$ cat src/clwq_pkg.sv
package clwq_pkg;

    // Defaults for the top-level parameters
    localparam int CHANNEL_COUNT_DEF = 3;
    localparam int QUEUE_DEPTH_DEF   = 3;
    localparam int TAG_BITS_DEF      = 8;

    // Stream widths, fields packed from bit 0 up, padded to whole bytes
    localparam int S_TDATA_W = 16;
    localparam int M_TDATA_W = 24;

    localparam logic OP_LOCK   = 1'b0;
    localparam logic OP_UNLOCK = 1'b1;

    typedef enum logic [2:0] {
        STAT_GRANTED   = 3'd0,
        STAT_QUEUED    = 3'd1,
        STAT_DUPLICATE = 3'd2,
        STAT_FULL      = 3'd3,
        STAT_BUSY      = 3'd4,
        STAT_RELEASED  = 3'd5,
        STAT_NOT_HELD  = 3'd6
    } status_t;

    typedef enum logic {
        ST_IDLE,
        ST_EXEC
    } state_t;

    typedef struct packed {
        logic       opcode;
        logic [1:0] channel;
        logic [1:0] device;
        logic       has_waiter;
        logic [7:0] waiter_tag;
    } req_t;

    typedef struct packed {
        logic       success;
        status_t    status;
        logic       wake_valid;
        logic [7:0] wake_tag;
        logic       held_now;
        logic [1:0] holder_now;
        logic [1:0] waiting_now;
    } res_t;

endpackage

$ cat src/clwq_row_mem.sv
module clwq_row_mem #(
    parameter int DEPTH  = clwq_pkg::CHANNEL_COUNT_DEF,
    parameter int ADDR_W = 2,
    parameter int WIDTH  = 8
) (
    input  logic              clk,
    input  logic              rst_n,
    input  logic              rd_en,
    input  logic [ADDR_W-1:0] rd_addr,
    output logic [WIDTH-1:0]  rd_data,
    input  logic              wr_en,
    input  logic [ADDR_W-1:0] wr_addr,
    input  logic [WIDTH-1:0]  wr_data
);

    logic [WIDTH-1:0] mem [DEPTH];
    logic [DEPTH-1:0] valid_reg;
    logic             rd_valid_reg;
    logic [WIDTH-1:0] rd_data_reg;

    // Row valid bits; a row never written reads as all zero
    always_ff @(posedge clk or negedge rst_n)
    begin
        if (!rst_n)
        begin
            valid_reg    <= '0;
            rd_valid_reg <= 1'b0;
        end
        else
        begin
            if (wr_en)
            begin
                valid_reg[wr_addr] <= 1'b1;
            end
            if (rd_en)
            begin
                rd_valid_reg <= valid_reg[rd_addr];
            end
        end
    end

    always_ff @(posedge clk)
    begin
        if (wr_en)
        begin
            mem[wr_addr] <= wr_data;
        end
        if (rd_en)
        begin
            rd_data_reg <= mem[rd_addr];
        end
    end

    assign rd_data = rd_valid_reg ? rd_data_reg : '0;

endmodule

$ cat src/clwq_engine.sv
module clwq_engine #(
    parameter int CHANNEL_COUNT = clwq_pkg::CHANNEL_COUNT_DEF,
    parameter int QUEUE_DEPTH   = clwq_pkg::QUEUE_DEPTH_DEF,
    parameter int TAG_BITS      = clwq_pkg::TAG_BITS_DEF,
    parameter int CNT_W         = 2,
    parameter int ROW_W         = 8
) (
    input  clwq_pkg::req_t   req,
    input  logic [ROW_W-1:0] row_in,
    output logic [ROW_W-1:0] row_out,
    output logic             row_we,
    output clwq_pkg::res_t   res
);

    localparam int CH_W    = (CHANNEL_COUNT > 1) ? $clog2(CHANNEL_COUNT) : 1;
    localparam int CNT_LSB = 3;
    localparam int DEV_LSB = CNT_LSB + CNT_W;
    localparam int TAG_LSB = DEV_LSB + 2 * QUEUE_DEPTH;
    localparam int TWX     = (TAG_BITS > 8) ? TAG_BITS : 8;

    logic [CH_W+1:0]     ch_ext;
    logic                in_range;
    logic                held;
    logic [CNT_W-1:0]    cnt;
    logic [CNT_W+1:0]    cnt_ext;
    logic [CNT_W+1:0]    cnt_new_ext;
    logic                dup;
    logic [TWX-1:0]      tag_in_ext;
    logic [TWX-1:0]      tag_out_ext;

    assign ch_ext     = (CH_W+2)'(req.channel);
    assign in_range   = (ch_ext < (CH_W+2)'(CHANNEL_COUNT));
    assign held       = row_in[0];
    assign cnt        = row_in[CNT_LSB +: CNT_W];
    assign cnt_ext    = (CNT_W+2)'(cnt);
    assign tag_in_ext = TWX'(req.waiter_tag);
    assign tag_out_ext = TWX'(row_in[TAG_LSB +: TAG_BITS]);

    // Duplicate check over the occupied slots only
    always_comb
    begin
        dup = 1'b0;
        for (int i = 0; i < QUEUE_DEPTH; i++)
        begin
            if ((cnt_ext > (CNT_W+2)'(i)) && (row_in[DEV_LSB + 2*i +: 2] == req.device))
            begin
                dup = 1'b1;
            end
        end
    end

    always_comb
    begin
        row_out        = row_in;
        row_we         = 1'b0;
        cnt_new_ext    = '0;
        res            = '0;
        res.status     = clwq_pkg::STAT_BUSY;
        if (!in_range)
        begin
            res.status = (req.opcode == clwq_pkg::OP_UNLOCK) ? clwq_pkg::STAT_NOT_HELD
                                                             : clwq_pkg::STAT_BUSY;
        end
        else if (req.opcode == clwq_pkg::OP_LOCK)
        begin
            if (!held)
            begin
                row_out[0]   = 1'b1;
                row_out[2:1] = req.device;
                row_we       = 1'b1;
                res.success  = 1'b1;
                res.status   = clwq_pkg::STAT_GRANTED;
            end
            else if (!req.has_waiter)
            begin
                res.status = clwq_pkg::STAT_BUSY;
            end
            else if (dup)
            begin
                res.status = clwq_pkg::STAT_DUPLICATE;
            end
            else if (cnt_ext >= (CNT_W+2)'(QUEUE_DEPTH))
            begin
                res.status = clwq_pkg::STAT_FULL;
            end
            else
            begin
                // Append at the tail slot
                for (int i = 0; i < QUEUE_DEPTH; i++)
                begin
                    if (cnt_ext == (CNT_W+2)'(i))
                    begin
                        row_out[DEV_LSB + 2*i +: 2]            = req.device;
                        row_out[TAG_LSB + TAG_BITS*i +: TAG_BITS] = tag_in_ext[TAG_BITS-1:0];
                    end
                end
                row_out[CNT_LSB +: CNT_W] = cnt + CNT_W'(1);
                row_we     = 1'b1;
                res.status = clwq_pkg::STAT_QUEUED;
            end
        end
        else
        begin
            if (!held)
            begin
                res.status = clwq_pkg::STAT_NOT_HELD;
            end
            else
            begin
                row_out[0]  = 1'b0;
                row_we      = 1'b1;
                res.success = 1'b1;
                res.status  = clwq_pkg::STAT_RELEASED;
                if (cnt_ext != '0)
                begin
                    // Pop the head and shift the rest down one slot
                    res.wake_valid = 1'b1;
                    res.wake_tag   = tag_out_ext[7:0];
                    for (int i = 0; i < QUEUE_DEPTH - 1; i++)
                    begin
                        row_out[DEV_LSB + 2*i +: 2] = row_in[DEV_LSB + 2*(i+1) +: 2];
                        row_out[TAG_LSB + TAG_BITS*i +: TAG_BITS] =
                            row_in[TAG_LSB + TAG_BITS*(i+1) +: TAG_BITS];
                    end
                    row_out[CNT_LSB +: CNT_W] = cnt - CNT_W'(1);
                end
            end
        end

        // Report the addressed channel after the update; zero when out of range
        if (in_range)
        begin
            cnt_new_ext     = (CNT_W+2)'(row_out[CNT_LSB +: CNT_W]);
            res.held_now    = row_out[0];
            res.holder_now  = row_out[2:1];
            res.waiting_now = (cnt_new_ext > (CNT_W+2)'(3)) ? 2'd3 : cnt_new_ext[1:0];
        end
    end

endmodule

$ cat src/channel_lock_with_waiter_queue.sv
// Channel lock manager with a FIFO of waiters for each channel. Each request
// on the slave stream (lock or unlock, selected by s_tuser) gives exactly one
// result on the master stream, in order. A lock on a free channel grants it
// and records the device; a lock on a held channel with has_waiter set queues
// the device and its tag unless that device already waits (duplicate) or the
// queue is full; an unlock frees the channel and pops the oldest waiter,
// whose tag comes back as a wake-up without granting it the lock. Each request
// has a read step, which reads the channel's row from the state memory, and a
// modify step, which modifies it, writes it back and loads the result register;
// a new request is taken only once the previous one has left its modify step.
// The result register lets a request be taken while the previous result waits;
// that request then holds in its modify cycle until the result is drained.
// Rows read as cleared after reset through per-row valid bits, so no clearing
// pass is needed.
module channel_lock_with_waiter_queue #(
    parameter int CHANNEL_COUNT = clwq_pkg::CHANNEL_COUNT_DEF,
    parameter int QUEUE_DEPTH   = clwq_pkg::QUEUE_DEPTH_DEF,
    parameter int TAG_BITS      = clwq_pkg::TAG_BITS_DEF
) (
    input  logic                           clk,
    input  logic                           rst_n,
    input  logic                           s_tvalid,
    output logic                           s_tready,
    // channel[1:0], device[3:2], has_waiter[4], waiter_tag[12:5], zero[15:13]
    input  logic [clwq_pkg::S_TDATA_W-1:0] s_tdata,
    // opcode[0]
    input  logic                           s_tuser,
    output logic                           m_tvalid,
    input  logic                           m_tready,
    // success[0], status[3:1], wake_valid[4], wake_tag[12:5], held_now[13],
    // holder_now[15:14], waiting_now[17:16], zero[23:18]
    output logic [clwq_pkg::M_TDATA_W-1:0] m_tdata
);

    localparam int CH_W  = (CHANNEL_COUNT > 1) ? $clog2(CHANNEL_COUNT) : 1;
    localparam int CNT_W = $clog2(QUEUE_DEPTH + 1);
    // Row: held, holder, count, queued devices, queued tags
    localparam int ROW_W = 3 + CNT_W + (2 + TAG_BITS) * QUEUE_DEPTH;

    clwq_pkg::state_t state_reg, state_next;
    clwq_pkg::req_t   req_reg, req_next;
    clwq_pkg::res_t   res_reg, res_next;
    clwq_pkg::res_t   res;
    clwq_pkg::req_t   s_req;
    logic             m_tvalid_reg, m_tvalid_next;

    logic             s_fire;
    logic             out_free;
    logic             exec_fire;
    logic [CH_W+1:0]  rd_ch_ext;
    logic [CH_W+1:0]  wr_ch_ext;
    logic [ROW_W-1:0] row_rd;
    logic [ROW_W-1:0] row_wr;
    logic             row_we;
    logic             wr_en;

    // Unpack the request
    assign s_req.opcode     = s_tuser;
    assign s_req.channel    = s_tdata[1:0];
    assign s_req.device     = s_tdata[3:2];
    assign s_req.has_waiter = s_tdata[4];
    assign s_req.waiter_tag = s_tdata[12:5];

    assign s_fire   = s_tvalid && s_tready;
    assign out_free = !m_tvalid_reg || m_tready;

    // Next state
    always_comb
    begin
        state_next = state_reg;
        unique case (state_reg)
            clwq_pkg::ST_IDLE:
            begin
                if (s_fire)
                begin
                    state_next = clwq_pkg::ST_EXEC;
                end
            end
            clwq_pkg::ST_EXEC:
            begin
                if (out_free)
                begin
                    state_next = clwq_pkg::ST_IDLE;
                end
            end
            default:
            begin
                state_next = clwq_pkg::ST_IDLE;
            end
        endcase
    end

    // State outputs
    always_comb
    begin
        s_tready  = 1'b0;
        exec_fire = 1'b0;
        unique case (state_reg)
            clwq_pkg::ST_IDLE:
            begin
                s_tready = 1'b1;
            end
            clwq_pkg::ST_EXEC:
            begin
                exec_fire = out_free;
            end
            default:
            begin
                s_tready = 1'b0;
            end
        endcase
    end

    // Hold the request through its modify cycle
    assign req_next = s_fire ? s_req : req_reg;

    // Load the result on write-back; drop it once taken
    assign res_next      = exec_fire ? res : res_reg;
    assign m_tvalid_next = exec_fire ? 1'b1 : (m_tready ? 1'b0 : m_tvalid_reg);

    always_ff @(posedge clk or negedge rst_n)
    begin
        if (!rst_n)
        begin
            state_reg    <= clwq_pkg::ST_IDLE;
            m_tvalid_reg <= 1'b0;
        end
        else
        begin
            state_reg    <= state_next;
            m_tvalid_reg <= m_tvalid_next;
        end
    end

    always_ff @(posedge clk)
    begin
        req_reg <= req_next;
        res_reg <= res_next;
    end

    assign rd_ch_ext = (CH_W+2)'(s_req.channel);
    assign wr_ch_ext = (CH_W+2)'(req_reg.channel);
    assign wr_en     = exec_fire && row_we;

    clwq_row_mem #(
        .DEPTH  (CHANNEL_COUNT),
        .ADDR_W (CH_W),
        .WIDTH  (ROW_W)
    ) u_row_mem (
        .clk     (clk),
        .rst_n   (rst_n),
        .rd_en   (s_fire),
        .rd_addr (rd_ch_ext[CH_W-1:0]),
        .rd_data (row_rd),
        .wr_en   (wr_en),
        .wr_addr (wr_ch_ext[CH_W-1:0]),
        .wr_data (row_wr)
    );

    clwq_engine #(
        .CHANNEL_COUNT (CHANNEL_COUNT),
        .QUEUE_DEPTH   (QUEUE_DEPTH),
        .TAG_BITS      (TAG_BITS),
        .CNT_W         (CNT_W),
        .ROW_W         (ROW_W)
    ) u_engine (
        .req     (req_reg),
        .row_in  (row_rd),
        .row_out (row_wr),
        .row_we  (row_we),
        .res     (res)
    );

    assign m_tvalid = m_tvalid_reg;
    assign m_tdata  = {6'd0, res_reg.waiting_now, res_reg.holder_now, res_reg.held_now,
                       res_reg.wake_tag, res_reg.wake_valid, res_reg.status,
                       res_reg.success};

    // A request in its modify cycle blocks the next one
    a_one_in_flight: assert property (@(posedge clk) disable iff (!rst_n)
        (state_reg == clwq_pkg::ST_EXEC) |-> !s_tready)
        else $error("request accepted while another is in flight");

    // State memory is written only in the modify cycle
    a_write_in_exec: assert property (@(posedge clk) disable iff (!rst_n)
        wr_en |-> (state_reg == clwq_pkg::ST_EXEC) && out_free)
        else $error("state row written outside the modify cycle");

    // A wake-up comes only with a successful release
    a_wake_on_release: assert property (@(posedge clk) disable iff (!rst_n)
        (exec_fire && res.wake_valid) |->
            (res.success && (res.status == clwq_pkg::STAT_RELEASED) && !res.held_now))
        else $error("wake-up without a release");

    // A grant leaves the channel held
    a_grant_held: assert property (@(posedge clk) disable iff (!rst_n)
        (exec_fire && (res.status == clwq_pkg::STAT_GRANTED)) |-> (res.success && res.held_now))
        else $error("grant reported on a channel that is not held");

    // A taken request keeps the slave side not ready in the following cycle
    a_result_after_request: assert property (@(posedge clk) disable iff (!rst_n)
        s_fire |=> !s_tready)
        else $error("ready while a request is in flight");

endmodule
$ cat config.mk
export PLATFORM = sky130hd
export DESIGN_NAME = channel_lock_with_waiter_queue
export DESIGN_NICKNAME = d
export VERILOG_FILES = /design/src/clwq_pkg.sv /design/src/clwq_row_mem.sv /design/src/clwq_engine.sv /design/src/channel_lock_with_waiter_queue.sv
export SDC_FILE = /design/constraint.sdc
export NUM_CORES = 1
export LEC_CHECK = 0
export ABC_AREA = 1
export BUFFER_PORTS_ARGS = -buffer_cell sky130_fd_sc_hd__buf_2
export CAP_MARGIN = 15
export CORE_ASPECT_RATIO = 1.75
export CORE_MARGIN = 2
export CORE_UTILIZATION = 43
export CTS_CLUSTER_DIAMETER = 200
export DETAILED_ROUTE_END_ITERATION = 12
export HOLD_SLACK_MARGIN = 0.1
export SLEW_MARGIN = 10
export SYNTH_ARGS = -nofsm -noshare
export SYNTH_HDL_FRONTEND = slang
export SYNTH_SLANG_ARGS = --single-unit
$ cat constraint.sdc
create_clock -name clk -period 9.3 [get_ports clk]
set_clock_uncertainty 0.15 [all_clocks]
set_input_delay 0.465 -clock clk [delete_from_list [all_inputs] [get_ports clk]]
set_output_delay 0.465 -clock clk [all_outputs]
set_load 0.01 [all_outputs]
==> Word level (Yosys, flattened, before mapping) <==
Memories as Yosys holds them, arrays and structs flattened. A register that Yosys moved wholly into a read port is not among the register bits.
Index checks and enable logic that the tools add are counted.
{ "totals": {"ff_bits": 38, "ramBits": 105, "in_bits": 21, "output_inout_bits": 26, "wordCells": 103, "memories": 1} }
{ "memory_table": {"columns": ["memory", "words", "width", "rd", "rd_ports_with_merged_regs", "write_ports", "line_no", "rtl"], "rows": [
  ["u_row_mem.mem", 3, 35, 1, 1, 1, "clwq_row_mem.sv:16", "logic [WIDTH-1:0] mem [DEPTH];"]
]} }
{ "classes": {"n_addsub": 2, "magnitude_cmp": 8, "eq_ne": 5, "mux": 56, "bitwise": 2, "reduce_logical": 13} }
{ "ops": {"columns": ["cell", "count"], "rows": [
  ["$mux W32", 4],
  ["$mux W35", 2],
  ["$mux W16", 3],
  ["$mux W8", 4],
  ["$mux W1", 22],
  ["$mux W6", 3],
  ["$mux W2", 8],
  ["$mux W3", 5],
  ["$mux W9", 1],
  ["$eq A2 B2 Y1", 3],
  ["$logic_and A1 B1 Y1", 6],
  ["$lt A2 B3 Y1 const B", 2],
  ["$gt A2 B1 Y1 const B", 2],
  ["$logic_not A4 Y1", 1],
  ["$mux W4", 1],
  ["$reduce_and A4 Y1", 1],
  ["$reduce_bool A4 Y1", 1],
  ["$or A3 B3 Y3", 1],
  ["$reduce_and A3 Y1", 1],
  ["$add A2 B1 Y2 const B", 1],
  ["$bmux W1 S2", 1],
  ["$demux W1 S2", 1],
  ["$eq A2 B1 Y1 const B", 1],
  ["$eq A2 B2 Y1 const B", 1],
  ["10 further kinds", 10]
]} }

==> Longest topological paths before layout <==
{ "depth": {"word_depth": 14, "depth_mapped": 13, "mapped_depth_nobuf": 12} }

==> Cells and area by module <==
From an unflattened synthesis, not the netlist that was laid out.
{ "hier_totals": {"hier_cells": 819, "area_unflattened_um2": 8488.1} }
{ "by_module_without_submodules": {"columns": ["mod", "n_inst", "cells_each", "area_per_inst_um2"], "rows": [
  ["clwq_row_mem", 1, 394, 5517.8],
  ["clwq_engine", 1, 372, 1860.5],
  ["channel_lock_with_waiter_queue", 1, 53, 1109.8]
]} }

==> Least setup slack after synthesis <==
Ideal clock, no wire load.
{ "synth_timing": {"path_type": "register to register", "startpoint": "reg u_row_mem.rd_valid_reg", "endpoint": "mem u_row_mem.mem[0][0] in the netlist's numbering (enable)", "setup_time_ns": 0.427, "t_arrival_ns": 2.827, "t_required_ns": 8.723, "path_slack_ns": 5.896, "path_stages_with_launch": 11, "synth_period_minus_slack_ns": 3.404, "path_cell_list": "dfrtp_1 > buf_6 > nand2_2 > nand2_4 > inv_2 > nor2_2 > nor3_1 > nand2_1 > nand2_1 > nand2_2 > nor2_1"} }
{ "synth_between": {"elab_chain_len": 14, "word_cells_on_any_way": 24, "cone_classes": "4 x order compare; 3 x eq/ne; 13 x mux; 4 x reduce/logical"} }
{ "synth_rtl": {"columns": ["element", "line_no", "rtl"], "rows": [
  ["start, declared", "clwq_row_mem.sv:18", "logic rd_valid_reg;"],
  ["start signal, assigned", "clwq_row_mem.sv:37", "rd_valid_reg <= valid_reg[rd_addr];"],
  ["$mux W35 (*)", "clwq_row_mem.sv:54", "assign rd_data = rd_valid_reg ? rd_data_reg : '0;"],
  ["$gt A2 B1 Y1 or $eq A2 B2 Y1 (tied branches)", "clwq_engine.sv:45", "if ((cnt_ext > (CNT_W+2)'(i)) && (row_in[DEV_LSB + 2*i +: 2] == req.device))"],
  ["$logic_and A1 B1 Y1", "clwq_engine.sv:45", null],
  ["$mux W1 (3 in series)", "clwq_engine.sv:45", null],
  ["$mux W1", "clwq_engine.sv:78", "else if (dup)"],
  ["$mux W1", "clwq_engine.sv:74", "else if (!req.has_waiter)"],
  ["$mux W1", "clwq_engine.sv:66", "if (!held)"],
  ["$mux W1 (*)", "clwq_engine.sv:64", "else if (req.opcode == clwq_pkg::OP_LOCK)"],
  ["$mux W1 (*)", "clwq_engine.sv:59", "if (!in_range)"],
  ["$logic_and A1 B1 Y1 (*)", "channel_lock_with_waiter_queue.sv:143", "assign wr_en = exec_fire && row_we;"],
  ["$mux W1 (*)", "clwq_row_mem.sv:44", "if (wr_en)"],
  ["$mux W1 (not written as such) (*)", "clwq_row_mem.sv:46", "mem[wr_addr] <= wr_data;"],
  ["end, declared", "clwq_row_mem.sv:16", null]
]} }
Every way passes the cells marked *; elsewhere a longest branch is shown, timed or not.

==> Worst setup path after layout <==
{ "layout_timing": {"startpoint": "reg u_row_mem.rd_valid_reg", "endpoint": "mem u_row_mem.mem[1][21] in the netlist's numbering (enable)"} }
Same word-level chain as after synthesis.

==> summary.md <==
| Metric | Value |
|---|---|
| Outcome | `finished clean` |
| Core area | `17900 um^2` |
| Row count | `65` |
| 1st-pass router iterations | `5` |
| Largest area contributor in the netlist | `edfxtp_1` |
| Fmax | `300 MHz` |
| Die Footprint | `19200 um^2` |
| Critical path class | `reg2reg` |
| Crit Reg-Reg Endpoint | `u_row_mem.mem[1][21]` |
| I/O Buffers | `37` |
| RD Place Congestion | `0.901` |
| Crit-path cells | `buf_4 > nand2_1 > nand2_1 > nand2_1 > nand3_1 > o21ai_1 > nor3_1 > nand2_1 > nand2_1 > nand2_2 > nor2_4 > buf_4` |
| Worst Tran Pin Value | `0.948 ns` |
| Post-CTS Setup Bufs | `0` |
| Reg2reg start | `u_row_mem.rd_valid_reg` |
| Peak supply drop | `0.130 mV` |
| Minimum clock period | `3.34 ns` |
| Hold Fails Final Rpt | `0` |
| Type of origin of the critical path | `flop` |
| Routed Wire Length | `19500 um` |
| Most frequent CP cell | `nand2_1` |
| Synth cell types | `37` |
| Adder-cell share of the synthesized area | `0%` |
| CTS clk-pin slew, worst paths | `0.06 ns` |
| First-pass GRT wire length | `29700 um` |
| Static Leak | `3.36 nW` |
| HP Start | `m_tready` |
| Syn avg cell area | `11.3 um^2` |
| R2R Setup Slk | `5.96 ns` |
| CP max stage cell | `buf_4` |
| HPWL Detailed | `11800 um` |
| Drt wl/cell | `19.8 um` |
| Number of global-route vias before repair | `5496` |
| Seq/Total Area, Yosys | `68.3%` |
| Global route overflow | `0` |
| DRT iter0 DRCs | `391` |
| Compound-Gate Fraction of Synth Area | `12.8%` |
| Post-synth EDFFs | `172` |
| Async S/R FF share, synth | `3.37%` |
| P&R area growth vs syn | `14.4%` |
| Setup tns final | `0 ns` |
| Antenna-violating nets left | `0` |
| Main synth FF type | `edfxtp_1` |
| PostCTS Resize Cnt | `0` |
| Register Area | `5320 um^2` |
| Largest net degree at the start of global routing | `52` |
| Simple-Gate Fraction of Synth Area | `13.8%` |
| Global Route Usage Sum | `20.8%` |
| Multi-input gate area | `2130 um^2` |
| N_diodes | `0` |
| Critical Path End Type | `flop` |
| CP required | `9.21 ns` |
| Drt via density | `5.55` |
| Mux cell area share after synthesis | `0%` |
| WHS Endpoint | `m_tvalid` |
| Min-Delay Path Class | `in2reg` |
| Largest register FFs | `105` |
| Hold Buf Count CTS | `13` |
| Synth area leaders | `edfxtp_1 66%, nand2_1 6.3%, a21oi_1 6.0%` |
| Fill cells | `1642` |
| Worst relative slew slack | `36.8%` |
| Worst Path Max Fanout | `45` |
| Final period util | `35.9%` |
| Synth top area share | `66.4%` |
| Synth Warn # | `0` |
| Clk root buf | `clkbuf_16` |
| Sink Count | `178` |
| Crit path arrival time | `3.25 ns` |
| Main combinational cell family by area after synthesis | `simple AND/OR/NAND/NOR gates` |
| Most common cell after layout, fill and taps aside | `edfxtp_1` |
| H-tree depth | `4` |
| Syn Std Cell Area | `7780 um^2` |
| Tot Pwr | `2.57 mW` |
| DRC violations left | `0` |
| I/O pin count | `47` |
| Initial Util | `43.5%` |
| Reg2Reg Depth | `12` |
| Via Count | `5448` |
| Placed Cells incl. Taps | `936` |
| RSZ-0062 raised after global routing | `false` |
| Buffer depth of the longest clock path | `2` |
| Die height | `182 um` |
| Hold WS | `0.153 ns` |
| Fraction of layout cells with a size suffix above 1 | `14.9%` |
| Slew Viols, Final | `0` |
| Initial antenna violation count | `0` |
| Final setup fails | `0` |
| Xor/xnor cell area share of the yosys netlist | `0%` |
| Mapped Cells | `687` |
| Non-filler instance count after layout | `981` |
| TritonCTS clock tree | `built` |
| Hold path depth | `4` |
| Chip width | `106 um` |
| Most frequent cells in the layout | `172 x edfxtp_1, 131 x nand2_1, 94 x a21oi_1` |
| CTS Buf Count | `17` |
| Skew-Pair Late Insertion Delay | `0.43 ns` |
| Nets@finish | `755` |
| MaxCap Viol Count | `0` |
| #FFs+latches synth | `178` |
| PwrDens | `288 nW/um^2` |
| Largest stage delay, worst path | `0.49 ns` |
logic make-up (layout without fill, tap and decap cells):
family          Yosys count  in the layout
simple gates            247            247
flops                   178            178
compound gates          176            176
buf+inv                  85            140
other cells               1              6
critical path: cells and delay by family (launching register included):
family,cells,cell delay (ns)
AND/OR/NAND/NOR,9,1.37
AO/OA/AOI/OAI,1,0.11
buffers and inverters,2,0.96
flip-flops,1,0.32
area by class of cell:
cell class	instances	share of cell area, %
Clock buffer	17	4.78
Clock inverter	15	2.04
Inverter	50	2.11
Multi-Input combinational cell	429	23.9
Sequential cell	178	59.7
Tap cell	234	3.29
Timing Repair Buffer	58	4.22
through the flow:
step / worst slack [ns] / utilization [%] / area, um^2
2_1_floorplan: 5.90 / - / 7800
3_3_place_gp: 6.03 / 45.6 / 8170
3_5_place_dp: 6.03 / 45.6 / 8170
4_1_cts: 6.02 / 49.8 / 8900
5_1_grt: 5.78 / 49.8 / 8900
6_report: 5.96 / 49.8 / 8900
report_power, final:
| part | internal (mW) | switching (mW) | leakage (nW) |
|---|---|---|---|
| combinational | 0.171 | 0.479 | 1.41 |
| sequential | 1.12 | 0.0622 | 1.66 |
| clock | 0.425 | 0.308 | 0.284 |
| total | 1.72 | 0.849 | 3.36 |
per-layer routing:
layer	routed length (um)	part of all wire [%]	up-vias	track usage [%]
li1	-	-	2523	-
met1	6980	36	2697	21.6
met2	10900	56	186	39.4
met3	833	4.3	42	3.05
met4	728	3.7	0	11.3
met5	0	0	-	0
worst max path at each step:
| stage | start | endpoint | slack [ns] | cells past startpoint |
|---|---|---|---|---|
| after floorplan | u_row_mem.rd_valid_reg | u_row_mem.mem[0][0] | 5.90 | 10 |
| after global placement | u_row_mem.rd_valid_reg | u_row_mem.mem[0][15] | 6.03 | 12 |
| after detailed placement | u_row_mem.rd_valid_reg | u_row_mem.mem[1][14] | 6.03 | 12 |
| after CTS | u_row_mem.rd_valid_reg | u_row_mem.mem[1][14] | 6.02 | 12 |
| after global routing | u_row_mem.rd_valid_reg | u_row_mem.mem[2][17] | 5.78 | 12 |
| final | u_row_mem.rd_valid_reg | u_row_mem.mem[1][21] | 5.96 | 12 |
synth_stat cells, types with 6 or more instances:
cell and number:
edfxtp_1 172, clkbuf_1 15, o21ai_1 22, o221ai_1 6
inv_1 36, o211ai_1 11, inv_2 11, buf_4 8
dfrtp_1 6, nand2_1 131, nand3_1 22, nor2_1 70
o21ai_0 21, a21oi_1 94
Note: power is estimated with default switching activity, not from simulation.
